## src/hw/rtl/xxh_pkg.sv

```systemverilog
`timescale 1ns / 1ps

package xxh_pkg;

    localparam logic [63:0] K_P1 = 64'd11400714785074694791;
    localparam logic [63:0] K_P2 = 64'd14029467366897019727;
    localparam logic [63:0] K_P3 = 64'd1609587929392839161;
    localparam logic [63:0] K_P4 = 64'd9650029242287828579;
    localparam logic [63:0] K_P5 = 64'd2870177450012600261;

    // lane start values for seed zero
    localparam logic [63:0] K_LANE0 = K_P1 + K_P2;
    localparam logic [63:0] K_LANE1 = K_P2;
    localparam logic [63:0] K_LANE2 = 64'd0;
    localparam logic [63:0] K_LANE3 = 64'd0 - K_P1;

    typedef enum logic [4:0] {
        ST_IDLE, ST_DISPATCH,
        ST_F_LD, ST_F_LR, ST_F_WR,
        ST_START,
        ST_M_LD, ST_M_LR, ST_M_XH, ST_M_WR,
        ST_LEN,
        ST_W_CHK, ST_W_LD, ST_W_LR, ST_W_XH, ST_W_WR,
        ST_H_CHK, ST_H_XH, ST_H_WR,
        ST_B_CHK, ST_B_XH, ST_B_WR,
        ST_AV1, ST_AV2, ST_AV3,
        ST_MUL0, ST_MUL1, ST_MUL2
    } t_state;

    typedef enum logic [3:0] {
        XS_PEND, XS_TAILW, XS_LANE, XS_WLO, XS_BYTE, XS_LR,
        XS_HP, XS_HP27, XS_HP23, XS_HP11, XS_AV1, XS_AV2
    } t_xsrc;

    typedef enum logic [1:0] {
        KS_P1, KS_P2, KS_P3, KS_P5
    } t_ksel;

    typedef enum logic [1:0] {
        MS_NONE, MS_LL, MS_LH, MS_HL
    } t_mstep;

    typedef enum logic [2:0] {
        HS_KEEP, HS_MERGE, HS_P5, HS_ADDLEN, HS_PP4, HS_PP3, HS_P
    } t_hsel;

    typedef struct packed {
        logic       capture;
        logic       pend_push;
        logic       x_we;
        t_xsrc      xsrc;
        t_ksel      ksel;
        t_mstep     mstep;
        logic       lr_acc;
        logic       lane_we;
        logic       fold_done;
        t_hsel      hsel;
        logic [1:0] idx;
        logic [2:0] bidx;
        logic       out_load;
        logic       clear;
    } t_cmd;

    typedef struct packed {
        logic       last;
        logic [3:0] cnt;
        logic [1:0] pcnt;
        logic       stripes;
        logic       out_free;
    } t_status;

    function automatic logic [63:0] f_rotl(input logic [63:0] x, input int r);
        f_rotl = (x << r) | (x >> (64 - r));
    endfunction

endpackage

```

## src/hw/rtl/xxh64_stream_hash.sv

```systemverilog
`timescale 1ns / 1ps

// XXH64 stream hash, seed zero. Feed the message as little-endian 64-bit
// beats, byte 0 in bits 7..0; every beat but the last is taken as 8 bytes,
// and the beat with i_last high carries 0..8 bytes (counts above 8 act as 8)
// and closes the message. One o_hash beat follows each last beat, after
// which the lanes, pending count, length and stripe flag are back at their
// start values. Every multiply runs through a single 32x32 multiplier; each
// 64-bit product takes three passes after its operand load. A word that
// only joins the pending buffer is just stored there; a word that completes
// a 32-byte stripe runs four lane rounds. The last beat adds a tail: the
// stripe fold if it completes a stripe, the lane merge if 32 bytes or more
// were seen, the length add, one round per leftover word, a half-word round
// if 4 to 7 bytes are left, one round per leftover byte and the avalanche;
// the final step waits while an earlier hash still sits stalled in the
// output register.
// The input stalls during all of this; a finished hash sits in the output
// register while the next message starts streaming in.

module xxh64_stream_hash
    import xxh_pkg::*;
(
    input  logic        i_clk,
    input  logic        i_rst_n,
    input  logic        i_valid,
    output logic        o_stall,
    input  logic [63:0] i_data_word,
    input  logic [3:0]  i_byte_count,
    input  logic        i_last,
    output logic        o_valid,
    input  logic        i_stall,
    output logic [63:0] o_hash
);

    t_cmd    w_cmd;
    t_status w_st;
    logic    w_ready;

    // controller sequences lane rounds, merge, tail rules and avalanche
    xxh_ctrl u_ctrl (
        .i_clk   (i_clk),
        .i_rst_n (i_rst_n),
        .i_valid (i_valid),
        .i_st    (w_st),
        .o_ready (w_ready),
        .o_cmd   (w_cmd)
    );

    // datapath holds lanes, pending words, length, hash and output beat
    xxh_dp u_dp (
        .i_clk        (i_clk),
        .i_rst_n      (i_rst_n),
        .i_cmd        (w_cmd),
        .i_data_word  (i_data_word),
        .i_byte_count (i_byte_count),
        .i_last       (i_last),
        .i_stall      (i_stall),
        .o_st         (w_st),
        .o_valid      (o_valid),
        .o_hash       (o_hash)
    );

    // hold the input side whenever the controller is busy
    assign o_stall = !w_ready;

endmodule

```

## src/hw/rtl/xxh_ctrl.sv

```systemverilog
`timescale 1ns / 1ps

module xxh_ctrl
    import xxh_pkg::*;
(
    input  logic    i_clk,
    input  logic    i_rst_n,
    input  logic    i_valid,
    input  t_status i_st,
    output logic    o_ready,
    output t_cmd    o_cmd
);

    t_state     r_state, n_state;
    t_state     r_ret, n_ret;
    logic [1:0] r_idx, n_idx;
    logic [3:0] r_b, n_b;
    logic [1:0] v_ntot;

    always_ff @(posedge i_clk) begin
        if (!i_rst_n) begin
            r_state <= ST_IDLE;
            r_ret   <= ST_IDLE;
            r_idx   <= 2'd0;
            r_b     <= 4'd0;
        end else begin
            r_state <= n_state;
            r_ret   <= n_ret;
            r_idx   <= n_idx;
            r_b     <= n_b;
        end
    end

    assign o_ready = (r_state == ST_IDLE);
    // words left for the tail: pending ones plus a full last word
    assign v_ntot  = i_st.pcnt + {1'b0, (i_st.cnt == 4'd8)};

    always_comb begin
        n_state = r_state;
        n_ret   = r_ret;
        n_idx   = r_idx;
        n_b     = r_b;
        o_cmd   = '0;
        o_cmd.xsrc  = XS_PEND;
        o_cmd.ksel  = KS_P1;
        o_cmd.mstep = MS_NONE;
        o_cmd.hsel  = HS_KEEP;
        o_cmd.idx   = r_idx;
        o_cmd.bidx  = r_b[2:0];
        unique case (r_state)
            ST_IDLE: begin
                if (i_valid) begin
                    o_cmd.capture = 1'b1;
                    n_state = ST_DISPATCH;
                end
            end
            ST_DISPATCH: begin
                n_idx = 2'd0;
                if (!i_st.last) begin
                    if (i_st.pcnt != 2'd3) begin
                        o_cmd.pend_push = 1'b1;
                        n_state = ST_IDLE;
                    end else begin
                        n_state = ST_F_LD;
                    end
                end else if (i_st.cnt == 4'd8 && i_st.pcnt == 2'd3) begin
                    n_state = ST_F_LD;
                end else begin
                    n_state = ST_START;
                end
            end
            ST_F_LD: begin
                o_cmd.x_we = 1'b1;
                o_cmd.xsrc = XS_PEND;
                o_cmd.ksel = KS_P2;
                n_ret   = ST_F_LR;
                n_state = ST_MUL0;
            end
            ST_F_LR: begin
                o_cmd.x_we   = 1'b1;
                o_cmd.xsrc   = XS_LR;
                o_cmd.lr_acc = 1'b1;
                o_cmd.ksel   = KS_P1;
                n_ret   = ST_F_WR;
                n_state = ST_MUL0;
            end
            ST_F_WR: begin
                o_cmd.lane_we = 1'b1;
                n_idx = r_idx + 2'd1;
                if (r_idx == 2'd3) begin
                    o_cmd.fold_done = 1'b1;
                    n_state = i_st.last ? ST_START : ST_IDLE;
                end else begin
                    n_state = ST_F_LD;
                end
            end
            ST_START: begin
                n_idx = 2'd0;
                if (i_st.stripes) begin
                    o_cmd.hsel = HS_MERGE;
                    n_state = ST_M_LD;
                end else begin
                    o_cmd.hsel = HS_P5;
                    n_state = ST_LEN;
                end
            end
            ST_M_LD: begin
                o_cmd.x_we = 1'b1;
                o_cmd.xsrc = XS_LANE;
                o_cmd.ksel = KS_P2;
                n_ret   = ST_M_LR;
                n_state = ST_MUL0;
            end
            ST_M_LR: begin
                o_cmd.x_we = 1'b1;
                o_cmd.xsrc = XS_LR;
                o_cmd.ksel = KS_P1;
                n_ret   = ST_M_XH;
                n_state = ST_MUL0;
            end
            ST_M_XH: begin
                o_cmd.x_we = 1'b1;
                o_cmd.xsrc = XS_HP;
                o_cmd.ksel = KS_P1;
                n_ret   = ST_M_WR;
                n_state = ST_MUL0;
            end
            ST_M_WR: begin
                o_cmd.hsel = HS_PP4;
                n_idx = r_idx + 2'd1;
                n_state = (r_idx == 2'd3) ? ST_LEN : ST_M_LD;
            end
            ST_LEN: begin
                o_cmd.hsel = HS_ADDLEN;
                n_idx   = 2'd0;
                n_state = ST_W_CHK;
            end
            ST_W_CHK: begin
                n_state = (r_idx < v_ntot) ? ST_W_LD : ST_H_CHK;
            end
            ST_W_LD: begin
                o_cmd.x_we = 1'b1;
                o_cmd.xsrc = XS_TAILW;
                o_cmd.ksel = KS_P2;
                n_ret   = ST_W_LR;
                n_state = ST_MUL0;
            end
            ST_W_LR: begin
                o_cmd.x_we = 1'b1;
                o_cmd.xsrc = XS_LR;
                o_cmd.ksel = KS_P1;
                n_ret   = ST_W_XH;
                n_state = ST_MUL0;
            end
            ST_W_XH: begin
                o_cmd.x_we = 1'b1;
                o_cmd.xsrc = XS_HP27;
                o_cmd.ksel = KS_P1;
                n_ret   = ST_W_WR;
                n_state = ST_MUL0;
            end
            ST_W_WR: begin
                o_cmd.hsel = HS_PP4;
                n_idx   = r_idx + 2'd1;
                n_state = ST_W_CHK;
            end
            ST_H_CHK: begin
                if (i_st.cnt == 4'd8) begin
                    n_b     = 4'd8;
                    n_state = ST_B_CHK;
                end else if (i_st.cnt >= 4'd4) begin
                    o_cmd.x_we = 1'b1;
                    o_cmd.xsrc = XS_WLO;
                    o_cmd.ksel = KS_P1;
                    n_b     = 4'd4;
                    n_ret   = ST_H_XH;
                    n_state = ST_MUL0;
                end else begin
                    n_b     = 4'd0;
                    n_state = ST_B_CHK;
                end
            end
            ST_H_XH: begin
                o_cmd.x_we = 1'b1;
                o_cmd.xsrc = XS_HP23;
                o_cmd.ksel = KS_P2;
                n_ret   = ST_H_WR;
                n_state = ST_MUL0;
            end
            ST_H_WR: begin
                o_cmd.hsel = HS_PP3;
                n_state = ST_B_CHK;
            end
            ST_B_CHK: begin
                if (r_b < i_st.cnt) begin
                    o_cmd.x_we = 1'b1;
                    o_cmd.xsrc = XS_BYTE;
                    o_cmd.ksel = KS_P5;
                    n_ret   = ST_B_XH;
                    n_state = ST_MUL0;
                end else begin
                    n_state = ST_AV1;
                end
            end
            ST_B_XH: begin
                o_cmd.x_we = 1'b1;
                o_cmd.xsrc = XS_HP11;
                o_cmd.ksel = KS_P1;
                n_ret   = ST_B_WR;
                n_state = ST_MUL0;
            end
            ST_B_WR: begin
                o_cmd.hsel = HS_P;
                n_b     = r_b + 4'd1;
                n_state = ST_B_CHK;
            end
            ST_AV1: begin
                o_cmd.x_we = 1'b1;
                o_cmd.xsrc = XS_AV1;
                o_cmd.ksel = KS_P2;
                n_ret   = ST_AV2;
                n_state = ST_MUL0;
            end
            ST_AV2: begin
                o_cmd.x_we = 1'b1;
                o_cmd.xsrc = XS_AV2;
                o_cmd.ksel = KS_P3;
                n_ret   = ST_AV3;
                n_state = ST_MUL0;
            end
            ST_AV3: begin
                if (i_st.out_free) begin
                    o_cmd.out_load = 1'b1;
                    o_cmd.clear    = 1'b1;
                    n_state = ST_IDLE;
                end
            end
            ST_MUL0: begin
                o_cmd.mstep = MS_LL;
                n_state = ST_MUL1;
            end
            ST_MUL1: begin
                o_cmd.mstep = MS_LH;
                n_state = ST_MUL2;
            end
            ST_MUL2: begin
                o_cmd.mstep = MS_HL;
                n_state = r_ret;
            end
            default: n_state = ST_IDLE;
        endcase
    end

endmodule

```

## src/hw/rtl/xxh_dp.sv

```systemverilog
`timescale 1ns / 1ps

module xxh_dp
    import xxh_pkg::*;
(
    input  logic        i_clk,
    input  logic        i_rst_n,
    input  t_cmd        i_cmd,
    input  logic [63:0] i_data_word,
    input  logic [3:0]  i_byte_count,
    input  logic        i_last,
    input  logic        i_stall,
    output t_status     o_st,
    output logic        o_valid,
    output logic [63:0] o_hash
);

    logic [63:0] r_lane [4];
    logic [63:0] r_pend [3];
    logic [1:0]  r_pcnt;
    logic [63:0] r_len;
    logic        r_stripes;
    logic [63:0] r_word;
    logic [3:0]  r_cnt;
    logic        r_last;
    logic [63:0] r_x;
    logic [63:0] r_k;
    logic [63:0] r_p;
    logic [63:0] r_h;
    logic [63:0] r_hash;
    logic        r_out_valid;

    logic [3:0]  v_cnt;
    logic [63:0] v_pend;
    logic [63:0] v_xin;
    logic [63:0] v_kin;
    logic [63:0] v_hp;
    logic [63:0] v_base;
    logic [31:0] v_ma, v_mb;
    logic [63:0] v_prod;

    // effective byte count: eight unless last, clamped to eight
    assign v_cnt = !i_last ? 4'd8 : ((i_byte_count > 4'd8) ? 4'd8 : i_byte_count);

    always_comb begin
        case (i_cmd.idx)
            2'd0:    v_pend = r_pend[0];
            2'd1:    v_pend = r_pend[1];
            2'd2:    v_pend = r_pend[2];
            default: v_pend = r_word;
        endcase
    end

    assign v_hp   = r_h ^ r_p;
    assign v_base = i_cmd.lr_acc ? r_lane[i_cmd.idx] : 64'd0;

    always_comb begin
        case (i_cmd.xsrc)
            XS_PEND:  v_xin = v_pend;
            XS_TAILW: v_xin = (i_cmd.idx == r_pcnt) ? r_word : v_pend;
            XS_LANE:  v_xin = r_lane[i_cmd.idx];
            XS_WLO:   v_xin = {32'd0, r_word[31:0]};
            XS_BYTE:  v_xin = {56'd0, 8'(r_word >> {i_cmd.bidx, 3'b000})};
            XS_LR:    v_xin = f_rotl(v_base + r_p, 31);
            XS_HP:    v_xin = v_hp;
            XS_HP27:  v_xin = f_rotl(v_hp, 27);
            XS_HP23:  v_xin = f_rotl(v_hp, 23);
            XS_HP11:  v_xin = f_rotl(v_hp, 11);
            XS_AV1:   v_xin = r_h ^ (r_h >> 33);
            XS_AV2:   v_xin = r_p ^ (r_p >> 29);
            default:  v_xin = r_word;
        endcase
    end

    always_comb begin
        case (i_cmd.ksel)
            KS_P1:   v_kin = K_P1;
            KS_P2:   v_kin = K_P2;
            KS_P3:   v_kin = K_P3;
            default: v_kin = K_P5;
        endcase
    end

    // one 32x32 multiplier, three passes for the low 64 bits of the product
    assign v_ma   = (i_cmd.mstep == MS_HL) ? r_x[63:32] : r_x[31:0];
    assign v_mb   = (i_cmd.mstep == MS_LH) ? r_k[63:32] : r_k[31:0];
    assign v_prod = v_ma * v_mb;

    always_ff @(posedge i_clk) begin
        if (i_cmd.capture) begin
            r_word <= i_data_word;
            r_cnt  <= v_cnt;
            r_last <= i_last;
        end else if (i_cmd.fold_done && r_last) begin
            r_cnt <= 4'd0;
        end
        if (i_cmd.pend_push) begin
            r_pend[r_pcnt] <= r_word;
        end
        if (i_cmd.x_we) begin
            r_x <= v_xin;
            r_k <= v_kin;
        end
        case (i_cmd.mstep)
            MS_LL:   r_p <= v_prod;
            MS_LH,
            MS_HL:   r_p <= r_p + {v_prod[31:0], 32'd0};
            default: r_p <= r_p;
        endcase
        case (i_cmd.hsel)
            HS_MERGE:  r_h <= f_rotl(r_lane[0], 1) + f_rotl(r_lane[1], 7)
                            + f_rotl(r_lane[2], 12) + f_rotl(r_lane[3], 18);
            HS_P5:     r_h <= K_P5;
            HS_ADDLEN: r_h <= r_h + r_len;
            HS_PP4:    r_h <= r_p + K_P4;
            HS_PP3:    r_h <= r_p + K_P3;
            HS_P:      r_h <= r_p;
            default:   r_h <= r_h;
        endcase
        if (i_cmd.out_load) begin
            r_hash <= r_p ^ (r_p >> 32);
        end
    end

    always_ff @(posedge i_clk) begin
        if (!i_rst_n || i_cmd.clear) begin
            r_lane[0] <= K_LANE0;
            r_lane[1] <= K_LANE1;
            r_lane[2] <= K_LANE2;
            r_lane[3] <= K_LANE3;
            r_pcnt    <= 2'd0;
            r_len     <= 64'd0;
            r_stripes <= 1'b0;
        end else begin
            if (i_cmd.lane_we) begin
                r_lane[i_cmd.idx] <= r_p;
            end
            if (i_cmd.capture) begin
                r_len <= r_len + {60'd0, v_cnt};
            end
            if (i_cmd.pend_push) begin
                r_pcnt <= r_pcnt + 2'd1;
            end else if (i_cmd.fold_done) begin
                r_pcnt    <= 2'd0;
                r_stripes <= 1'b1;
            end
        end
    end

    always_ff @(posedge i_clk) begin
        if (!i_rst_n) begin
            r_out_valid <= 1'b0;
        end else if (i_cmd.out_load) begin
            r_out_valid <= 1'b1;
        end else if (!i_stall) begin
            r_out_valid <= 1'b0;
        end
    end

    assign o_st.last     = r_last;
    assign o_st.cnt      = r_cnt;
    assign o_st.pcnt     = r_pcnt;
    assign o_st.stripes  = r_stripes;
    assign o_st.out_free = !r_out_valid || !i_stall;
    assign o_valid       = r_out_valid;
    assign o_hash        = r_hash;

endmodule

```

## config.mk

```make
export PLATFORM = sky130hd
export DESIGN_NAME = xxh64_stream_hash
export DESIGN_NICKNAME = d
export VERILOG_FILES = /design/src/hw/rtl/xxh_pkg.sv /design/src/hw/rtl/xxh64_stream_hash.sv /design/src/hw/rtl/xxh_ctrl.sv /design/src/hw/rtl/xxh_dp.sv
export SDC_FILE = /design/constraint.sdc
export NUM_CORES = 2
export LEC_CHECK = 0
export BUFFER_PORTS_ARGS = -buffer_cell sky130_fd_sc_hd__buf_4
export CORE_ASPECT_RATIO = 1.5
export CORE_MARGIN = 2
export CORE_UTILIZATION = 30
export DETAILED_ROUTE_END_ITERATION = 12
export PLACE_DENSITY = 0.5
export SETUP_SLACK_MARGIN = 0.2
export SYNTH_ARGS = -nofsm -noshare
export SYNTH_HDL_FRONTEND = slang
export SYNTH_SLANG_ARGS = --single-unit
export TNS_END_PERCENT = 30
```

## constraint.sdc

```tcl
create_clock -name i_clk -period 9.6 [get_ports i_clk]
set_input_delay 1.92 -clock i_clk [delete_from_list [all_inputs] [get_ports i_clk]]
set_output_delay 1.92 -clock i_clk [all_outputs]
set_load 0.02 [all_outputs]
```

Yosys cells after proc, flatten, opt, wreduce, memory -nomap -nowiden
Memories as Yosys holds them, arrays and structs flattened. A register that Yosys moved wholly into a read port is not among the register bits.
Cells that the tools add are included.
{"block": "totals", "out_inout_bits": 66, "n_memories": 2, "regBits": 473, "ram_bits": 448}
{"name": "u_dp.r_lane", "depth": 4, "width": 64, "rd": 5, "rd_clocked_by_memory_dff": 1, "write_ports": 4, "line": "xxh_dp.sv:18", "text": "logic [63:0] r_lane [4];"}
{"name": "u_dp.r_pend", "depth": 3, "width": 64, "rd": 3, "rd_clocked_by_memory_dff": 0, "write_ports": 1, "line": "xxh_dp.sv:19", "text": "logic [63:0] r_pend [3];"}
{"block": "op_classes", "shifts": 1, "magnitude_cmp": 4, "n_addsub": 13, "eq_ne": 62, "multipliers": 1, "bitwise": 13, "n_mux": 68, "n_reduce_logical": 31}
{"op": "64-bit case mux with 12 select lines", "count": 1}
{"op": "64-bit adder", "count": 6}
{"op": "64-bit case mux with 3 select lines", "count": 2}
{"op": "64-bit case mux with 6 select lines", "count": 1}
{"op": "64-bit 2-to-1 mux", "count": 3}
{"op": "64-bit case mux with 2 select lines", "count": 1}
{"op": "7-bit case mux with 12 select lines", "count": 1}
{"op": "5-bit case mux with 15 select lines", "count": 1}
{"op": "5-bit case mux with 14 select lines", "count": 1}
{"op": "64-bit by 4-bit adder with 64-bit output", "count": 1}
{"op": "64-bit by 61-bit adder with 64-bit output (second input constant)", "count": 1}
{"op": "64-bit adder (second input constant)", "count": 1}
{"op": "32-bit by 32-bit multiplier with 64-bit output", "count": 1}
{"op": "32-bit 2-to-1 mux", "count": 2}
{"op": "64-bit by 1-bit bitwise OR with 64-bit output", "count": 1}
{"op": "64-bit by 11-bit bitwise OR with 64-bit output", "count": 1}
{"op": "64-bit by 12-bit bitwise OR with 64-bit output", "count": 1}
{"op": "64-bit by 18-bit bitwise OR with 64-bit output", "count": 1}
{"op": "64-bit by 23-bit bitwise OR with 64-bit output", "count": 1}
{"op": "64-bit by 27-bit bitwise OR with 64-bit output", "count": 1}
{"op": "64-bit by 31-bit bitwise OR with 64-bit output", "count": 1}
{"op": "64-bit by 7-bit bitwise OR with 64-bit output", "count": 1}
{"op": "64-bit OR reduction", "count": 1}
{"op": "64-bit by 6-bit right shift with 8-bit output", "count": 1}
{"op": "other kinds (53)", "count": 160}

Logic depth before layout (Yosys ltp)
{"block": "depth", "word_depth": 9, "mapped_depth": 41}

Cells and area by module
From an unflattened synthesis, not the netlist that was laid out.
{"block": "hier_totals", "hier_cells": 9389, "hier_area_um2": 91495.3}
{"module": "xxh_dp", "n_inst": 1, "seq_area_each_um2": 24963.9, "cells_each": 9142, "area_each_um2": 89681.0}
{"module": "xxh_ctrl", "n_inst": 1, "seq_area_each_um2": 320.3, "cells_each": 246, "area_each_um2": 1810.5}
{"module": "xxh64_stream_hash", "n_inst": 1, "seq_area_each_um2": 0.0, "cells_each": 1, "area_each_um2": 3.8}

Least setup slack after synthesis
Ideal clock, no wire load.
{"block": "synth_timing", "path_kind": "reg-to-reg", "startpoint": "reg u_ctrl.r_state[3]", "endpoint": "reg u_dp.r_p[62], data pin", "arrival_time_ns": 9.692, "path_stages_with_launch": 38, "required_ns": 9.332, "period_less_slack_ns": 9.960, "setup_time_ns": 0.268, "path_slack_ns": -0.360, "path_cell_list": "dfxtp_1 -> inv_1 -> clkbuf_1 -> nor2_1 -> nand2_1 -> nor2_1 -> clkbuf_1 -> mux2_2 -> inv_1 -> buf_1 -> nor2_1 -> fa_1 -> fa_1 -> fa_1 -> inv_1 -> fa_1 -> inv_1 -> fa_1 -> [... 2 more ...] -> inv_1 -> fa_1 -> fa_1 -> ha_1 -> nand2_1 -> or3_1 -> o21a_1 -> xnor2_1 -> ha_1 -> nand3_1 -> nor4_1 -> a221o_1 -> or2_2 -> a31oi_1 -> o2111ai_1 -> a21oi_1 -> xor2_1 -> mux2i_1"}
{"block": "synth_between", "elab_chain_len": 7, "word_cells_on_any_way": 13}
{"element": "start, declared", "line": "xxh_ctrl.sv:14", "text": "t_state r_state, n_state;"}
{"element": "start signal, assigned", "line": "xxh_ctrl.sv:27", "text": "r_state <= n_state;"}
{"element": "5-bit equality test", "line": "xxh_ctrl.sv:50", "text": "unique case (r_state)"}
{"element": "2-bit case mux with 3 select lines (*)", "line": "xxh_ctrl.sv:50"}
{"element": "2-bit equality test (on tied branches)", "line": "xxh_dp.sv:85, xxh_dp.sv:104, xxh_dp.sv:86"}
{"element": "32-bit 2-to-1 mux (on tied branches)", "line": "xxh_dp.sv:85, xxh_dp.sv:86"}
{"element": "32-bit by 32-bit multiplier with 64-bit output", "line": "xxh_dp.sv:87", "text": "assign v_prod = v_ma * v_mb;"}
{"element": "64-bit adder", "line": "xxh_dp.sv:107", "text": "MS_HL: r_p <= r_p + {v_prod[31:0], 32'd0};"}
{"element": "64-bit case mux with 2 select lines (*)", "line": "xxh_dp.sv:104", "text": "case (i_cmd.mstep)"}
{"element": "end signal, assigned", "line": "xxh_dp.sv:105", "text": "MS_LL: r_p <= v_prod;"}
{"element": "end signal, assigned", "line": "xxh_dp.sv:107"}
{"element": "end signal, assigned", "line": "xxh_dp.sv:108", "text": "default: r_p <= r_p;"}
{"element": "end, declared", "line": "xxh_dp.sv:28", "text": "logic [63:0] r_p;"}
Mark *: on every way between the ends. The rest lies on a longest branch, timed or not.
A chain may end at the register's enable or synchronous reset.

Worst setup path in the final report
{"block": "layout_timing", "startpoint": "reg u_ctrl.r_state[3]", "endpoint": "reg u_dp.r_p[63], data pin"}
The elaborated chain is that of the path after synthesis.

==> results.cfg <==
[placement]
hpwlAfterDp_um = 441000
place_worst_setup_slack_ps = -1020
portBuffers = 138
place_area_sq_um = 105000
globalplace.congestion = 1.09

[timing]
worst_pin_slew_ps = 1470
timing.final.ws_setup_ps = 222
hold_violations = 0
final-setup-viol-count = 0
fmax_mhz = 107
finalCritPeriodShare = 0.977
finClkSkew_ps = 75.9
relSlewSlack = 0.00992
post-route-min-period_ps = 9380
rsz0062_at_grt = true
maxSlewViolCount = 0

[floorplanning]
dieWidth_um = 456
die_area_sq_um = 312000
ios = 139
start_util = 0.301
core_area_sq_um = 306000
die_h_um = 683
core.rowCount = 249

[job]
cap_violations = 1

[critical_path]
criticalPathCategory = flop to flop
worstPathArrival_ps = 9920
crit_buf_inv = 13
worstReg2RegEnd = u_dp.r_p[63]$_DFFE_PP_
path_common_cell = fa_1
cp_max_fo = 9
slowest_delay_ps = 590
crit_required_ps = 10140
regToRegStartpoint = u_ctrl.r_state[3]$_SDFFE_PN0P_
critPathCaptureType = flop
critPathSlowestCell = fa_2
r2r_cells = 39
cp_top_family = adder cells
r2r_slack_ps = 220
start_kind = flop

[clock_tree]
cts.sinks = 872
cts_tree = yes
root_buffer = clkbuf_16
clock_path_buffers = 3
hold_buffers = 0
htree_levels = 3
clk_pin_slew_ps = 70
cts_buffers = 90
clock_latency_ps = 810

[global_route]
grt-ovfl-total = 0
grt_max_degree = 74
grt_pass1_wl_um = 731000
grt_usage = 0.345
antenna_found_initial = 75
grt_pass1_vias = 85723

[logic_synthesis]
synth_warnings = 0
yosysTopAreaCellShare = 0.256
ys.flop_type = edfxtp_1
seq_area_frac_synth = 0.275
syn_area_per_cell_sq_um = 9.67
ys_types = 106
synth_enable_flop_cells = 786
postSynth.asyncResetShare = 0
synthesis.nets = 11171
netlist_instances = 9526
synthTopCellsByArea = edfxtp_1 26%, fa_1 22%, ha_1 7.5%
synth_area_sq_um = 92100
synth_area_leader_cell = edfxtp_1
ys_ff_latch = 872

[routing]
ant_nets = 0
drt-initial-drc-count = 8754
avgRoutedWirePerCell_um = 37.5
drcViolationCount = 0
vias = 83287
wl_um = 543000
drt_pass1_iterations = 9
via_per_inst = 5.75

[finish]
drive_above_1_share = 0.180
final_area_sq_um = 111000
syn2layout_area_growth_pct = 20.2
nNetsFinal = 11960

[status]
status = finished, violations left
violations = max-capacitance violations

[worst_hold_path]
min_path_cells = 2
hold_path_startpoint = u_ctrl.r_ret[0]$_SDFFE_PN0P_
hold_class = flop to flop
whs_endpoint = u_ctrl.r_ret[0]$_SDFFE_PN0P_
-- synth_stat cells (84+ instances only) --
cell type  number
ha_1          549
mux2i_1       105
fa_1         1023
clkbuf_1      490
nand3_1       117
edfxtp_1      786
a222oi_1       93
a221oi_1       84
and2_1        229
nand2_1       868
nor3_1        108
inv_1        1128
nand2b_1      118
and3_1        117
a21oi_1       610
o21ai_0       478
dfxtp_1        86
a21o_1        176
nor2_1        771
xor2_1        227
xnor2_1       246
-- cell families (layout without fill, tap and decap cells) --
group	Yosys count	in the layout	share of synthesized area
compound gates	2098	2098	0.149
flops	872	872	0.275
simple gates	2613	2613	0.132
buf+inv	1686	2551	0.0688
other cells	0	77	0
fa+ha+maj	1572	1572	0.297
xor+xnor	474	474	0.0452
mux	211	211	0.0341
-- timing repair --
item,in CTS,in global routing
hold endpoints to repair,0,0
endpoints found under the setup margin,35,21
pin swaps,64,101
resized for setup,192,193
gates cloned,0,3
buffers inserted,31,24
-- routing by layer --
metal | GRT usage | wire length [um]
met1 | 0.321 | 164000
met2 | 0.587 | 263000
met3 | 0.0788 | 37100
met4 | 0.401 | 78500
met5 | 0.00477 | 321
-- per-stage QoR --
step / hold slack, ps / std cells / TNS (ps) / util
final: 475 / 14484 / 0 / 0.362
after detailed placement: 451 / 14178 / -14340 / 0.344
after global routing: 481 / 14432 / 0 / 0.361
after CTS: 471 / 14377 / 0 / 0.357
after global placement: 448 / 14178 / -13020 / 0.344
after floorplan: 432 / 9526 / 0 / -
-- cell usage in the layout (no fill, tap or decap), types with 88 or more instances in the layout --
cell type / n
fa_1: 974
a21oi_1: 578
buf_12: 91
a21o_1: 176
nor3_1: 88
nand2_1: 839
edfxtp_1: 786
nand3_1: 115
and3_1: 116
nand2b_1: 112
and2_1: 220
mux2i_1: 96
xor2_1: 224
clkbuf_16: 94
buf_4: 1118
xnor2_1: 231
inv_1: 1085
o21ai_0: 458
ha_1: 521
a222oi_1: 93
nor2_1: 739
-- sequential cells by signal, indices dropped and copies added (netlist names), 2 cells and up, named ones only --
signal	cells
u_ctrl.r_b	4
u_ctrl.r_idx	2
u_ctrl.r_ret	5
u_ctrl.r_state	5
u_dp.o_hash	64
u_dp.r_cnt	4
u_dp.r_h	64
u_dp.r_k	13
u_dp.r_lane	256
u_dp.r_len	64
u_dp.r_p	64
u_dp.r_pcnt	2
u_dp.r_pend	192
u_dp.r_word	64
u_dp.r_x	64
-- worst register-to-register path, delay by kind of cell (launching register included) --
| kind | cells | cell delay, ps |
|---|---|---|
| AOI/OAI and AO/OA | 4 | 600 |
| xor gates and xnor gates | 2 | 300 |
| adders and majority gates | 10 | 4840 |
| buffers and inverters | 13 | 1710 |
| DFF | 1 | 340 |
| and+or+nand+nor | 10 | 1370 |
-- worst max-delay path by stage --
stage / startpoint / to / slack [ps] / cells past startpoint
after floorplan: u_ctrl.r_state[3]$_SDFFE_PN0P_ / u_dp.r_p[62]$_DFFE_PP_ / 210 / 39
after global placement: u_ctrl.r_state[1]$_SDFFE_PN0P_ / u_dp.r_p[56]$_DFFE_PP_ / -940 / 37
after detailed placement: u_ctrl.r_state[1]$_SDFFE_PN0P_ / u_dp.r_p[56]$_DFFE_PP_ / -1020 / 37
after CTS: u_ctrl.r_state[3]$_SDFFE_PN0P_ / u_dp.r_p[63]$_DFFE_PP_ / 200 / 40
after global routing: u_ctrl.r_state[3]$_SDFFE_PN0P_ / u_dp.r_p[62]$_DFFE_PP_ / 30 / 43
final: u_ctrl.r_state[3]$_SDFFE_PN0P_ / u_dp.r_p[63]$_DFFE_PP_ / 220 / 39
-- layout make-up --
type	instances	area [sq um]
fillers	31118	195000
flip-flops and latches	872	25300
multi-input cells	6968	62100
repair buffers	1244	10700
clock buffers	114	2410
inverters	1139	4300
well taps	4016	5020
diodes	77	193
clock inverters	54	632
Power is not shown: default switching activity piles up to over one toggle a cycle in this logic, so the estimate is an artifact.
